File: src/hw/rtl/mspnh_pkg.sv
package mspnh_pkg;

  localparam int unsigned NodeCountDef    = 32;
  localparam int unsigned EdgesPerNodeDef = 8;
  localparam int unsigned DistInfDef      = 65535;

  localparam int unsigned OpW     = 2;
  localparam int unsigned NodeW   = 5;
  localparam int unsigned SlotW   = 3;
  localparam int unsigned CostW   = 16;
  localparam int unsigned CountW  = 4;
  localparam int unsigned StatusW = 2;

  localparam logic [OpW-1:0] OpWriteNode = 2'd0;
  localparam logic [OpW-1:0] OpWriteEdge = 2'd1;
  localparam logic [OpW-1:0] OpRoute     = 2'd2;

  localparam logic [StatusW-1:0] StOk     = 2'd0;
  localparam logic [StatusW-1:0] StUnused = 2'd1;
  localparam logic [StatusW-1:0] StNoPath = 2'd2;

  // controller -> datapath
  typedef struct packed {
    logic load;       // latch the accepted transaction
    logic do_write;   // apply node/edge write
    logic clr_start;  // begin distance/visited clear sweep
    logic clr_step;
    logic scan_start; // begin min-distance scan
    logic scan_step;
    logic scan_take;  // visit the selected node
    logic edge_start; // begin relaxing edges of current node
    logic edge_rd;    // issue edge memory read
    logic edge_relax; // relax with registered edge data
    logic walk_start; // begin predecessor walk
    logic walk_step;
    logic set_result;
  } mspnh_cmd_t;

  // datapath -> controller
  typedef struct packed {
    logic is_route;
    logic pre_bad;    // out-of-range or unused address
    logic pre_same;   // start equals destination
    logic clr_done;
    logic scan_done;
    logic scan_found;
    logic cur_is_dest;
    logic edge_done;
    logic walk_done;
  } mspnh_stat_t;

endpackage

File: src/hw/rtl/mspnh_ctrl.sv
module mspnh_ctrl (
  input  logic                  clk_i,
  input  logic                  rst_ni,
  input  logic                  in_valid_i,
  output logic                  in_ready_o,
  output logic                  out_valid_o,
  input  logic                  out_ready_i,
  input  mspnh_pkg::mspnh_stat_t stat_i,
  output mspnh_pkg::mspnh_cmd_t  cmd_o
);

  typedef enum logic [3:0] {
    StIdle, StDecode, StScan, StEdgeRd, StEdgeWait, StEdgeRelax,
    StWalk, StClear, StDone
  } state_e;

  state_e state_q, state_d;
  logic   out_valid_q, out_valid_d;

  assign in_ready_o  = (state_q == StIdle) && !out_valid_q;
  assign out_valid_o = out_valid_q;

  always_comb begin
    state_d     = state_q;
    out_valid_d = out_valid_q;
    cmd_o       = '0;
    if (out_valid_q && out_ready_i) begin
      out_valid_d = 1'b0;
    end
    case (state_q)
      StIdle: begin
        if (in_valid_i && in_ready_o) begin
          cmd_o.load = 1'b1;
          state_d    = StDecode;
        end
      end
      StDecode: begin
        cmd_o.set_result = 1'b1;
        if (!stat_i.is_route) begin
          cmd_o.do_write = 1'b1;
          state_d        = StDone;
        end else if (stat_i.pre_bad || stat_i.pre_same) begin
          state_d = StDone;
        end else begin
          cmd_o.scan_start = 1'b1;
          state_d          = StScan;
        end
      end
      StScan: begin
        if (!stat_i.scan_done) begin
          cmd_o.scan_step = 1'b1;
        end else if (stat_i.scan_found) begin
          cmd_o.scan_take  = 1'b1;
          cmd_o.edge_start = 1'b1;
          state_d          = StEdgeRd;
        end else begin
          cmd_o.walk_start = 1'b1;
          state_d          = StWalk;
        end
      end
      StEdgeRd: begin
        if (stat_i.edge_done) begin
          if (stat_i.cur_is_dest) begin
            cmd_o.walk_start = 1'b1;
            state_d          = StWalk;
          end else begin
            cmd_o.scan_start = 1'b1;
            state_d          = StScan;
          end
        end else begin
          cmd_o.edge_rd = 1'b1;
          state_d       = StEdgeWait;
        end
      end
      StEdgeWait: begin
        state_d = StEdgeRelax;
      end
      StEdgeRelax: begin
        cmd_o.edge_relax = 1'b1;
        state_d          = StEdgeRd;
      end
      StWalk: begin
        if (stat_i.walk_done) begin
          cmd_o.clr_start = 1'b1;
          state_d         = StClear;
        end else begin
          cmd_o.walk_step = 1'b1;
        end
      end
      StClear: begin
        if (stat_i.clr_done) begin
          state_d = StDone;
        end else begin
          cmd_o.clr_step = 1'b1;
        end
      end
      StDone: begin
        out_valid_d = 1'b1;
        state_d     = StIdle;
      end
      default: state_d = StIdle;
    endcase
  end

  always_ff @(posedge clk_i or negedge rst_ni) begin
    if (!rst_ni) begin
      state_q     <= StIdle;
      out_valid_q <= 1'b0;
    end else begin
      state_q     <= state_d;
      out_valid_q <= out_valid_d;
    end
  end

endmodule

File: config.mk
export PLATFORM = sky130hd
export DESIGN_NAME = mspnh_ctrl
export DESIGN_NICKNAME = d
export VERILOG_FILES = /design/src/hw/rtl/mspnh_pkg.sv /design/src/hw/rtl/mspnh_ctrl.sv
export SDC_FILE = /design/constraint.sdc
export NUM_CORES = 1
export LEC_CHECK = 0
export ABC_CLOCK_PERIOD_IN_PS = 1700
export BUFFER_PORTS_ARGS = -buffer_cell sky130_fd_sc_hd__buf_4
export CAP_MARGIN = 30
export CORE_AREA = 2 2 39 41
export DETAILED_ROUTE_END_ITERATION = 7
export DIE_AREA = 0 0 41 43
export PLACE_DENSITY_LB_ADDON = 0.25
export SKIP_CTS_REPAIR_TIMING = 1
export SYNTH_ARGS = -nofsm -noshare
export SYNTH_HDL_FRONTEND = slang
export SYNTH_SLANG_ARGS = --single-unit
export TNS_END_PERCENT = 10
File: constraint.sdc
create_clock -name clk_i -period 1.7 [get_ports clk_i]
set_input_delay 0.34 -clock clk_i [delete_from_list [all_inputs] [get_ports clk_i]]
set_output_delay 0.34 -clock clk_i [all_outputs]
set_load 0.005 [all_outputs]
# Word level (Yosys, flattened, before mapping)
# Cells that the tools add are included.
[word_totals] reg_bits=5 out_inout_bits=15
[classes] n_eq_ne=12 muxes=40 reduce_logical=8
[op_table] op="$pmux 4 s8" n=1
[op_table] op="$mux 1" n=25
[op_table] op="$mux 4" n=6
[op_table] op="$eq 4x3->1 const B" n=4
[op_table] op="$mux 3" n=4
[op_table] op="$eq 4x2->1 const B" n=2
[op_table] op="$ne 2x2->1 const B" n=3
[op_table] op="$eq 4x1->1 const B" n=1
[op_table] op="$eq 4x4->1 const B" n=1
[op_table] op="$logic_not 4->1" n=1
[op_table] op="$mux 2" n=2
[op_table] op="$pmux 1 s2" n=2
[op_table] op="$reduce_and 4->1" n=1
[op_table] op="$logic_and 1x1->1" n=3
[op_table] op="$ne 2x1->1 const B" n=1
[op_table] op="$reduce_bool 2->1" n=1
[op_table] op="$logic_not 1->1" n=1
[op_table] op="$logic_or 1x1->1" n=1

# Logic depth before layout (Yosys ltp)
[depth] depth_word=5 mapped_depth=5

# Least setup slack after synthesis
# Ideal clock, no wire load.
[synth_timing] path_kind="reg-to-reg" startpoint="reg state_q[0]" endpoint="reg state_q[2]" t_arrival_ns=1.373 slack_ns=0.202 stages_incl_launch_ff=6 path_buffers=1 period_less_slack_ns=1.498 path_cell_list="dfrtp_1 > buf_6 > or3_4 > a21oi_2 > a311oi_2 > mux2_4"
[synth_between] elab_chain_cells=5 elab_cells_between_ends=16 cone_classes="eq/ne (11); mux (1); reduce/logical (4)"
[synth_lines] item="start, declared" line="mspnh_ctrl.sv:17" source="state_e state_q, state_d;"
[synth_lines] item="start signal, assigned" line="mspnh_ctrl.sv:107" source="state_q <= StIdle;"
[synth_lines] item="start signal, assigned" line="mspnh_ctrl.sv:110" source="state_q <= state_d;"
[synth_lines] item="$logic_not 4->1" line="mspnh_ctrl.sv:20, mspnh_ctrl.sv:30"
[synth_lines] item="$logic_and 1x1->1" line="mspnh_ctrl.sv:20" source="assign in_ready_o = (state_q == StIdle) && !out_valid_q;"
[synth_lines] item="$logic_and 1x1->1" line="mspnh_ctrl.sv:32" source="if (in_valid_i && in_ready_o) begin"
[synth_lines] item="$ne 2x1->1 (no source line)"
[synth_lines] item="$reduce_and 4->1 (no source line)"
# Parallel ways exist; a longest one is shown, timed or not.
# A chain may end at the register's enable or synchronous reset.

# Worst setup path after layout
[layout_timing] startpoint="reg state_q[2]" endpoint="reg state_q[2]"
# The elaborated chain is that of the path after synthesis.

==> summary.md <==
| Metric | Value |
|---|---|
| Synth area leaders | `dfrtp_1 (25%), nor2_1 (6.7%), nand2b_1 (5.0%)` |
| Vias per cell | `4.97` |
| I/O pin cnt | `28` |
| Crit share post-route | `0.979` |
| Clock buffer depth | `2` |
| Initial DRC count | `18` |
| Critical path buffers and inverters | `1` |
| Layout area overhead | `70.0%` |
| Fill cell count | `123` |
| Worst Skew | `8.54 ps` |
| Synthesized Nets | `79` |
| Leak | `0.000404 uW` |
| Antenna cells | `0` |
| CTS H-tree depth | `1` |
| Num CTS Buffers | `3` |
| Routed Antenna Nets | `0` |
| R2R depth | `5` |
| Crit-path max cell delay | `480 ps` |
| Post-route setup slack | `36.2 ps` |
| Layout cells sized above 1 | `0.588` |
| Main combinational cell family by area after synthesis | `simple AND/OR/NAND/NOR gates` |
| Drt wl/cell | `11.6 um` |
| Vias after detailed routing | `586` |
| Initial antenna violation count | `0` |
| Commonest cells in the netlist | `nor2_1 (9), nand2_1 (6), dfrtp_1 (5), nor3_1 (5)` |
| Top cell type by total area after synthesis | `dfrtp_1` |
| Die Span X | `41 um` |
| Initial core utilization | `0.364` |
| WHS Path Cells | `2` |
| CTS tree | `built` |
| VDD IR max | `0.719 mV` |
| Place WS | `145 ps` |
| Share of the synthesized area in the top cell type | `0.248` |
| CP max FO | `8` |
| CP cell instances | `buf_4 -> or3_4 -> a21oi_2 -> a311oi_2 -> mux2_4` |
| Critical Path RT | `1830 ps` |
| CTS root buf | `clkbuf_4` |
| Hold Crit Class | `input pin to register` |
| Most common cell in the netlist | `nor2_1` |
| Die height | `43 um` |
| Tot Pwr | `1130 uW` |
| Yosys warns | `0` |
| Critical Path Stages | `5` |
| Total gr overflow | `0` |
| Overall routing resource usage | `0.160` |
| Predominant post-synthesis flop cell | `dfrtp_1` |
| Post-synthesis instance total | `66` |
| Setup CP Type | `register to register` |
| Clock slew at reported path FFs | `50 ps` |
| Final core utilization | `0.619` |
| Status | `complete, no violations` |
| Sequential element share of the synthesized area | `0.248` |
| Least-Margin Pin Slew | `385 ps` |
| Port Buffers | `27` |
| Syn Area/Cell | `7.64 um2` |
| Comb pwr share | `0.645` |
| First-pass GRT wire length | `1980 um` |
| Total die area | `0.00176 mm2` |
| Clock tree sinks | `5` |
| Share of power burned in registers | `0.233` |
| Final Max Slew Viols | `0` |
| Internal Power | `660 uW` |
| Crit path time final | `1660 ps` |
| Area of the core | `0.00138 mm2` |
| Vias in the first global route | `494` |
| Hold Slack | `272 ps` |
| Switching part of the total power | `0.415` |
| Compound-Gate Fraction of Synth Area | `0.181` |
| Max Fclk | `0.601 GHz` |
| Drt drc | `0` |
| Num rows | `14` |
| Startpoint Class | `register` |
| Switching power | `467 uW` |
| Largest net degree at the start of global routing | `12` |
| CP endpoint kind | `register` |
| Final Hold Viols | `0` |
| Mux cell area share after synthesis | `0.0496` |
| Rel. slew slack | `0.744` |
| Final nets | `116` |
| RePlAce Congestion | `0.768` |
| Critical Path AT | `1790 ps` |
| Adder-cell share of the synthesized area | `0` |
| Hpwl dp | `1020 um` |
| Clock power frac | `0.123` |
| Synth Area in XOR/XNOR | `0` |
| Final setup vio count | `0` |
| Yosys cell types | `32` |
| Final wirelength | `1370 um` |
| CP max stage cell | `dfrtp_2` |
| Setup total negative slack | `0 ps` |
| Post-synth ARST share | `1.00` |
| 1st-pass router iterations | `4` |
| Post-synth EDFFs | `0` |
| RSZ-0062 raised after global routing | `false` |
| Maxcap violations | `0` |
| Synthesized flop and latch total | `5` |
| PD cells | `1320 mW/mm2` |
| Clock Latency Late Sink | `250 ps` |
| CP delay by family, top | `flip-flops` |
| Post-Synth Simple-Gate Area | `0.434` |
| Mapped cell area | `504 um2` |
==> worst reg2reg max path, cell delays in order, from the launching register on <==
cell and delay, ps:
dfrtp_2 480, buf_4 170, or3_4 360, a21oi_2 140, a311oi_2 80, mux2_4 330
==> cells by family after synthesis <==
family / count (synthesis)
AO/OA/AOI/OAI: 13
buffers and inverters: 8
flip-flops: 5
multiplexers: 2
AND/OR/NAND/NOR: 38
==> per-layer routing <==
layer  track usage  wire length (um)  part of all wire
met1         0.215               606              0.44
met2         0.244               695              0.51
met3        0.0314                55             0.040
met4        0.0600                 7            0.0051
met5             0                 0                 0
==> final timing paths <==
check / from / end / slack [ps]
setup / recovery: state_q[2] / state_q[2] / 40
hold / removal: out_ready_i / out_valid_o / 270
setup reg to reg: state_q[2] / state_q[2] / 40
hold reg to reg: out_valid_o / out_valid_o / 580
max in group asynchronous: rst_ni / state_q[0] / 1150
min in group asynchronous: rst_ni / state_q[1] / 420
==> stage by stage <==
step	instances	cell area [um2]
after floorplan	66	504
after global placement	108	724
after detailed placement	108	724
after CTS	112	752
after global routing	118	857
final	118	857
==> registers in the layout, summed over array words and instances, names as in the netlist <==
register and cells:
state_q 4, out_valid_o 1
==> cell type report <==
class	instances	area [um2]	share of cell area
clock buffer	3	22.5	0.0263
clock inverter	1	5.00	0.00584
inverter	3	11.3	0.0131
multi-input combinational	53	389	0.454
sequential	5	129	0.150
tap	16	20.0	0.0234
timing repair buffer	37	280	0.327
==> cells in the final DEF (no fill, tap or decap), drive strengths merged, types with 2 or more instances in the layout <==
cell type | Yosys | final
buf | 4 | 36
nor2 | 11 | 11
nand2 | 6 | 6
a21oi | 5 | 5
nor3 | 5 | 5
dfrtp | 5 | 5
nand2b | 4 | 4
inv | 3 | 3
clkbuf | 1 | 3
nor2b | 3 | 3
o21ai | 3 | 3
nor3b | 2 | 2
or3 | 2 | 2
==> power by group through the flow <==
stage	Combinational, uW	Clock [uW]	Sequential [uW]
floorplan	449	0	195
global placement	601	0	245
detailed placement	599	0	248
CTS	603	142	246
global route	794	155	270
finish	727	138	262
Note: power is estimated with default switching activity, not from simulation.
